$ cat src/hw/rtl/pvt_pkg.sv
`timescale 1ns / 1ps

package pvt_pkg;

    // sizes fixed by the register map and field formats
    localparam int CoordWidthDefault = 24;
    localparam int MinVertices       = 3;
    localparam int CoefWidth         = 32;
    localparam int TrigWidth         = 18;
    localparam int ModeWidth         = 3;
    localparam int CountWidth        = 2;
    localparam int CfgIndexWidth     = 3;
    localparam int CfgDataWidth      = 32;

    // binary point moves: Q.16 to Q.8 and Q.24 to Q.8
    localparam int FracShiftNarrow   = 8;
    localparam int FracShiftWide     = 16;

    typedef enum logic [ModeWidth-1:0] {
        MODE_SCALE   = 3'd0,
        MODE_ROTATE  = 3'd1,
        MODE_SHEAR_X = 3'd2,
        MODE_SHEAR_Y = 3'd3,
        MODE_MOVE    = 3'd4
    } t_mode;

    typedef enum logic [CfgIndexWidth-1:0] {
        CFG_MODE    = 3'd0,
        CFG_COEF_X  = 3'd1,
        CFG_COEF_Y  = 3'd2,
        CFG_ROT_COS = 3'd3,
        CFG_ROT_SIN = 3'd4,
        CFG_PIVOT_X = 3'd5,
        CFG_PIVOT_Y = 3'd6
    } t_cfg_index;

    // how the two products of one coordinate are combined
    typedef struct packed {
        logic sub;        // a - b instead of a + b
        logic wide_shift; // drop 16 fraction bits instead of 8
        logic negate;     // subtract the rounded term from the base
    } t_term_ctl;

endpackage

$ cat src/hw/rtl/pvt_finish.sv
`timescale 1ns / 1ps

module pvt_finish #(
    parameter int COORD_WIDTH = pvt_pkg::CoordWidthDefault
) (
    input  logic signed [COORD_WIDTH+31:0] i_prod_a,
    input  logic signed [COORD_WIDTH+31:0] i_prod_b,
    input  pvt_pkg::t_term_ctl             i_ctl,
    input  logic signed [COORD_WIDTH:0]    i_base,
    output logic signed [COORD_WIDTH-1:0]  o_result
);
    import pvt_pkg::*;

    localparam int PW = COORD_WIDTH + CoefWidth;
    localparam int SW = PW + 3;

    logic signed [SW-1:0] w_half;
    logic signed [SW-1:0] w_sum;
    logic signed [SW-1:0] w_shifted;
    logic signed [SW-1:0] w_term;
    logic signed [SW-1:0] w_total;
    logic                 w_in_range;

    // combine products and add half an output lsb
    always_comb begin
        if (i_ctl.wide_shift) begin
            w_half = SW'(1) <<< (FracShiftWide - 1);
        end else begin
            w_half = SW'(1) <<< (FracShiftNarrow - 1);
        end
        if (i_ctl.sub) begin
            w_sum = SW'(i_prod_a) - SW'(i_prod_b) + w_half;
        end else begin
            w_sum = SW'(i_prod_a) + SW'(i_prod_b) + w_half;
        end
    end

    // floor to the output binary point, then apply to the base
    always_comb begin
        if (i_ctl.wide_shift) begin
            w_shifted = w_sum >>> FracShiftWide;
        end else begin
            w_shifted = w_sum >>> FracShiftNarrow;
        end
        if (i_ctl.negate) begin
            w_term = -w_shifted;
        end else begin
            w_term = w_shifted;
        end
        w_total = w_term + SW'(i_base);
    end

    // saturate to the coordinate range
    assign w_in_range = (&w_total[SW-1:COORD_WIDTH-1]) | (~|w_total[SW-1:COORD_WIDTH-1]);

    always_comb begin
        if (w_in_range) begin
            o_result = w_total[COORD_WIDTH-1:0];
        end else if (w_total[SW-1]) begin
            o_result = {1'b1, {(COORD_WIDTH-1){1'b0}}};
        end else begin
            o_result = {1'b0, {(COORD_WIDTH-1){1'b1}}};
        end
    end

endmodule
$ cat config.mk
export PLATFORM = sky130hd
export DESIGN_NAME = pvt_finish
export DESIGN_NICKNAME = d
export VERILOG_FILES = /design/src/hw/rtl/pvt_pkg.sv /design/src/hw/rtl/pvt_finish.sv
export SDC_FILE = /design/constraint.sdc
export NUM_CORES = 1
export LEC_CHECK = 0
export ABC_AREA = 1
export BUFFER_PORTS_ARGS = -buffer_cell sky130_fd_sc_hd__buf_2
export CORE_UTILIZATION = 43
export DETAILED_ROUTE_END_ITERATION = 7
export PLACE_DENSITY = 0.63
export SLEW_MARGIN = 20
export SYNTH_ARGS = -nofsm -noshare
export SYNTH_HDL_FRONTEND = slang
export SYNTH_SLANG_ARGS = --single-unit
$ cat constraint.sdc
create_clock -name vclk -period 7.55
set_clock_uncertainty 0.1 [all_clocks]
set_input_delay 0 -clock vclk [all_inputs]
set_output_delay 0 -clock vclk [all_outputs]
set_load 0.02 [all_outputs]
Yosys cells after proc, flatten, opt, wreduce, memory -nomap -nowiden
Cells that the tools add are included.
{"block": "totals", "mem_bits_rw": 0, "register_bits": 0, "out_inout_bits": 24, "memories": 0, "rom_bits": 0, "in_bits": 140, "latchBits": 0}
{"block": "op_classes", "div_mod_pow": 0, "eq_ne": 0, "order_cmp": 0, "mux": 6, "bitwise": 1, "n_addsub": 6, "mul": 0, "n_shift": 0, "n_reduce_logical": 3}
{"op": "$mux W59", "count": 2}
{"op": "$add A57 B17 Y58", "count": 2}
{"op": "$add A59 B25 Y59", "count": 1}
{"op": "$neg A51 Y59", "count": 1}
{"op": "$add A56 B56 Y57", "count": 1}
{"op": "$sub A56 B56 Y57", "count": 1}
{"op": "$mux W50", "count": 1}
{"op": "$mux W24", "count": 2}
{"op": "$reduce_and A36 Y1", "count": 1}
{"op": "$reduce_or A36 Y1", "count": 1}
{"op": "$mux W16", "count": 1}
{"op": "$logic_not A1 Y1", "count": 1}
{"op": "$or A1 B1 Y1", "count": 1}

Depth between registers and ports, before layout
{"block": "depth", "ltp_word": 11, "mapped_depth": 54, "depth_no_buf": 51}

Worst setup path before layout
No wires, ideal clock.
{"block": "synth_path", "path_type": "input to output", "from": "input i_ctl[1] (netlist name)", "to": "output o_result[10]", "n_path_buf": 3, "arrival_time_ns": 6.056, "slack_ns": 1.394, "cell_stages": 42, "cell_sequence": "inv_1 clkbuf_1 buf_1 fa_1 ha_1 nand2_1 nor2_1 nand2_1 inv_1 nand2_1 nand2_1 nand2_1 nand3_1 nand2_1 o21ai_2 ha_1 nand2_2 nor2_1 [6 not listed] xor2_1 inv_1 ha_1 a21oi_1 o21ai_0 a21oi_1 o21ai_0 a21oi_1 nand3_1 a21o_1 a21oi_1 o21ai_0 xor2_1 inv_1 nand3_1 nand3_4 buf_6 nand2_1"}
{"block": "synth_via", "elab_chain_len": 11, "word_cells_on_any_way": 14}
{"element": "start: declaration", "line_no": "pvt_finish.sv:8", "rtl": "input pvt_pkg::t_term_ctl i_ctl,"}
{"element": "$mux W16", "line_no": "pvt_finish.sv:26", "rtl": "if (i_ctl.wide_shift) begin"}
{"element": "$add A57 B17 Y58 (on tied branches)", "line_no": "pvt_finish.sv:34, pvt_finish.sv:32"}
{"element": "$mux W59", "line_no": "pvt_finish.sv:31", "rtl": "if (i_ctl.sub) begin"}
{"element": "$mux W50", "line_no": "pvt_finish.sv:40", "rtl": "if (i_ctl.wide_shift) begin"}
{"element": "$neg A51 Y59", "line_no": "pvt_finish.sv:46", "rtl": "w_term = -w_shifted;"}
{"element": "$mux W59 (*)", "line_no": "pvt_finish.sv:45", "rtl": "if (i_ctl.negate) begin"}
{"element": "$add A59 B25 Y59 (*)", "line_no": "pvt_finish.sv:50", "rtl": "w_total = w_term + SW'(i_base);"}
{"element": "$reduce_or A36 Y1", "line_no": "pvt_finish.sv:54", "rtl": "assign w_in_range = (&w_total[SW-1:COORD_WIDTH-1]) | (~|w_total[SW-1:COORD_WIDTH-1]);"}
{"element": "$logic_not A1 Y1", "line_no": "pvt_finish.sv:54"}
{"element": "$or A1 B1 Y1", "line_no": "pvt_finish.sv:54"}
{"element": "$mux W24 (*)", "line_no": "pvt_finish.sv:57", "rtl": "if (w_in_range) begin"}
{"element": "end: declaration", "line_no": "pvt_finish.sv:10", "rtl": "output logic signed [COORD_WIDTH-1:0] o_result"}
Mark *: on every way between the ends. The rest lies on a longest branch, timed or not.

Final worst setup path
{"block": "layout_path", "from": "input i_prod_a[7]", "to": "output o_result[15]"}
{"block": "layout_via", "elab_chain_len": 11, "word_cells_on_any_way": 15}
{"element": "start: declaration", "line_no": "pvt_finish.sv:6", "rtl": "input logic signed [COORD_WIDTH+31:0] i_prod_a,"}
{"element": "$add A56 B56 Y57 / $sub A56 B56 Y57 (equally long branches)", "line_no": "pvt_finish.sv:34, pvt_finish.sv:32"}
{"element": "$add A57 B17 Y58 (on tied branches)", "line_no": "pvt_finish.sv:34, pvt_finish.sv:32"}
{"element": "$mux W59 (*)", "line_no": "pvt_finish.sv:31"}
{"element": "$mux W50", "line_no": "pvt_finish.sv:40"}
{"element": "$neg A51 Y59", "line_no": "pvt_finish.sv:46"}
{"element": "$mux W59 (*)", "line_no": "pvt_finish.sv:45"}
{"element": "$add A59 B25 Y59 (*)", "line_no": "pvt_finish.sv:50"}
{"element": "$reduce_or A36 Y1", "line_no": "pvt_finish.sv:54"}
{"element": "$logic_not A1 Y1", "line_no": "pvt_finish.sv:54"}
{"element": "$or A1 B1 Y1", "line_no": "pvt_finish.sv:54"}
{"element": "$mux W24 (*)", "line_no": "pvt_finish.sv:57"}
Marks and branches as above.

==> out/results.tsv <==
stage	metric	value	unit
floorplan	die_h	212	µm
min_path	hold_depth	5	
place	place_ws	0.412	ns
synthesis	synth_top_cell_by_area	nand2_1	
layout	fin_nets	4381	
global_route	grt_max_degree	47	
layout	seq_cell_count	0	
floorplan	die_area	45100	µm²
layout	n_clock_buffer	0	
synthesis	synth_fp_nets	4227	
min_path	hold_class	in2out	
synthesis	yosysMostFrequentCell	nand2_1	
global_route	grt_pass1_vias	21967	
critical_path	cp.arrival	7.03	ns
place	io_buffers	164	
drt	first_pass_iters	6	
flow_run	drv_cap	0	
timing	finalHoldViolations	0	
place	dp_hpwl	66700	µm
critical_path	crit_required	7.45	ns
synthesis	synth_area_leaders	nand2_1 28%, ha_1 18%, inv_1 16%	
synthesis	synth.avg_cell_area	5.00	µm²
critical_path	slowest_delay	0.65	ns
floorplan	rows	76	
timing	setup_viol	0	
layout	drive_gt1_share	8.34	%
pwr	p_leak	0.0129	µW
global_route	grt-ovfl-total	0	
critical_path	critPathKind	in2out	
timing	fmax	140	MHz
drt	routedWlPerCell	16.8	µm
global_route	grt_pass1_wl	115000	µm
floorplan	io_pins	164	
place	placed_area	20500	µm²
drt	drt.antenna.violating_nets	0	
place	place_congestion	1.04	
pwr	netSwitchingFraction	67.8	%
pwr	pwr_density_cell	144	nW/µm²
synthesis	synth_cell_type_count	51	
global_route	antenna_found_initial	0	
pwr	power_frac_comb	100.0	%
timing	setup_ws	0.425	ns
drt	wl	76300	µm
pwr	power_frac_clock	0	%
critical_path	path_max_fanout	6	
drt	via_count	23637	
synthesis	ys_warn_count	0	
drt	drc	0	
critical_path	cp_slowest_cell	fa_1	
drt	vias_per_cell	5.21	
outcome	status	finished, final reports clean	
layout	fin_area	20700	µm²
critical_path	cpMostUsedCell	nand2_1	
floorplan	initial_core_util	43.9	%
synthesis	netlist_instances	3804	
pwr	p_seq_share	0	%
floorplan	coreArea	43400	µm²
critical_path	crit_path_end_kind	output port	
pwr	p_sw	2020	µW
timing	worstMarginPinSlew	0.752	ns
synthesis	ys_seq_area_share	0	%
synthesis	syn_area	19000	µm²
critical_path	start_kind	input port	
timing	post-route-period-util	94.4	%
drt	drt_iter0_drc	1993	
timing	setup_tns	0	ns
timing	relSlewSlack	49.8	%
pwr	intPower	960	µW
pwr	peakVddDrop	0.125	mV
global_route	grt_usage	32.7	%
layout	area_growth	8.74	%
layout	seq_area	0	µm²
timing	slew_viol_final	0	
timing	period_needed	7.13	ns
floorplan	die_w	212	µm
synthesis	synth.top_cells.by_count	1,395 x nand2_1, 795 x inv_1, 356 x nor2_1	
synthesis	yosys.area.top_type_share	27.5	%
layout	diodes	0	
-- worst max-delay path: cells and delay by family --
| family | cells | cell delay, ns |
|---|---|---|
| simple gates | 35 | 4.68 |
| fa+ha+maj | 4 | 1.50 |
| buf+inv | 8 | 0.70 |
| xor+xnor | 1 | 0.14 |
-- layout by cell type (no fill, tap or decap), drive strengths merged --
cell type / Yosys / final
a21boi: 6 / 6
a21o: 9 / 9
a21oi: 179 / 179
a22oi: 1 / 1
a31o: 1 / 1
a31oi: 9 / 9
and2: 8 / 8
and3: 6 / 6
buf: 24 / 178
clkinv: 2 / 3
fa: 6 / 6
ha: 277 / 277
inv: 804 / 803
nand2: 1433 / 1433
nand2b: 2 / 2
nand3: 300 / 305
nand3b: 19 / 19
nand4: 52 / 52
nor2: 396 / 396
nor3: 38 / 38
nor3b: 1 / 1
nor4: 9 / 9
o211a: 2 / 2
o211ai: 4 / 4
o21a: 8 / 8
o21ai: 77 / 77
o21bai: 21 / 21
o31ai: 2 / 2
or2: 3 / 3
xnor2: 33 / 33
xor2: 65 / 65
-- final cells by class --
type / instances / area [µm²]
fill: 5094 / 22700
inverter: 806 / 3030
multi-input combinational: 2972 / 16000
tap: 585 / 732
timing repair buffer: 178 / 926
-- power by group through the flow --
stage | logic [µW] | clock network [µW] | registers (µW)
after floorplan | 2050 | 0 | 0
after global placement | 2850 | 0 | 0
after detailed placement | 2840 | 0 | 0
after CTS | 2850 | 0 | 0
after global routing | 3290 | 0 | 0
final | 2980 | 0 | 0
-- kinds of logic (layout without fill, tap and decap cells) --
family          count (synthesis)  in the layout  share of synthesized area, %
fa+ha+maj                     283            283                          18.8
xor+xnor                       98             98                          4.51
compound gates                319            319                          9.29
simple gates                 2267           2272                          50.5
buf+inv                       837            984                          16.8
-- final timing paths --
check                        from      endpoint  slack, ns
worst max-delay path  i_prod_a[7]  o_result[15]       0.42
worst min-delay path    i_base[0]   o_result[0]       0.45
-- routing by layer --
layer	track usage, %	share of wire [%]
met1	42.9	44
met2	55.7	45
met4	13.2	5.0
met3	1.54	6.2
met5	0	0
-- metrics by stage --
step	util, %	std cells	hold WS (ns)	total power [µW]
CTS	47.2	4533	0.439	2850
global route	47.7	4541	0.465	3290
detailed placement	47.2	4533	0.438	2840
floorplan	-	3804	0.198	2050
global placement	47.2	4533	0.450	2850
finish	47.7	4541	0.448	2980
-- repair_timing --
| action | CTS | global route |
|---|---|---|
| hold buffers | 0 | 0 |
| gates resized for setup | 0 | 35 |
| endpoints found under the hold margin | 0 | 0 |
| endpoints found under the setup margin | 0 | 23 |
| buffers inserted | 0 | 3 |
No activity file was read; power rests on OpenSTA's default activity.
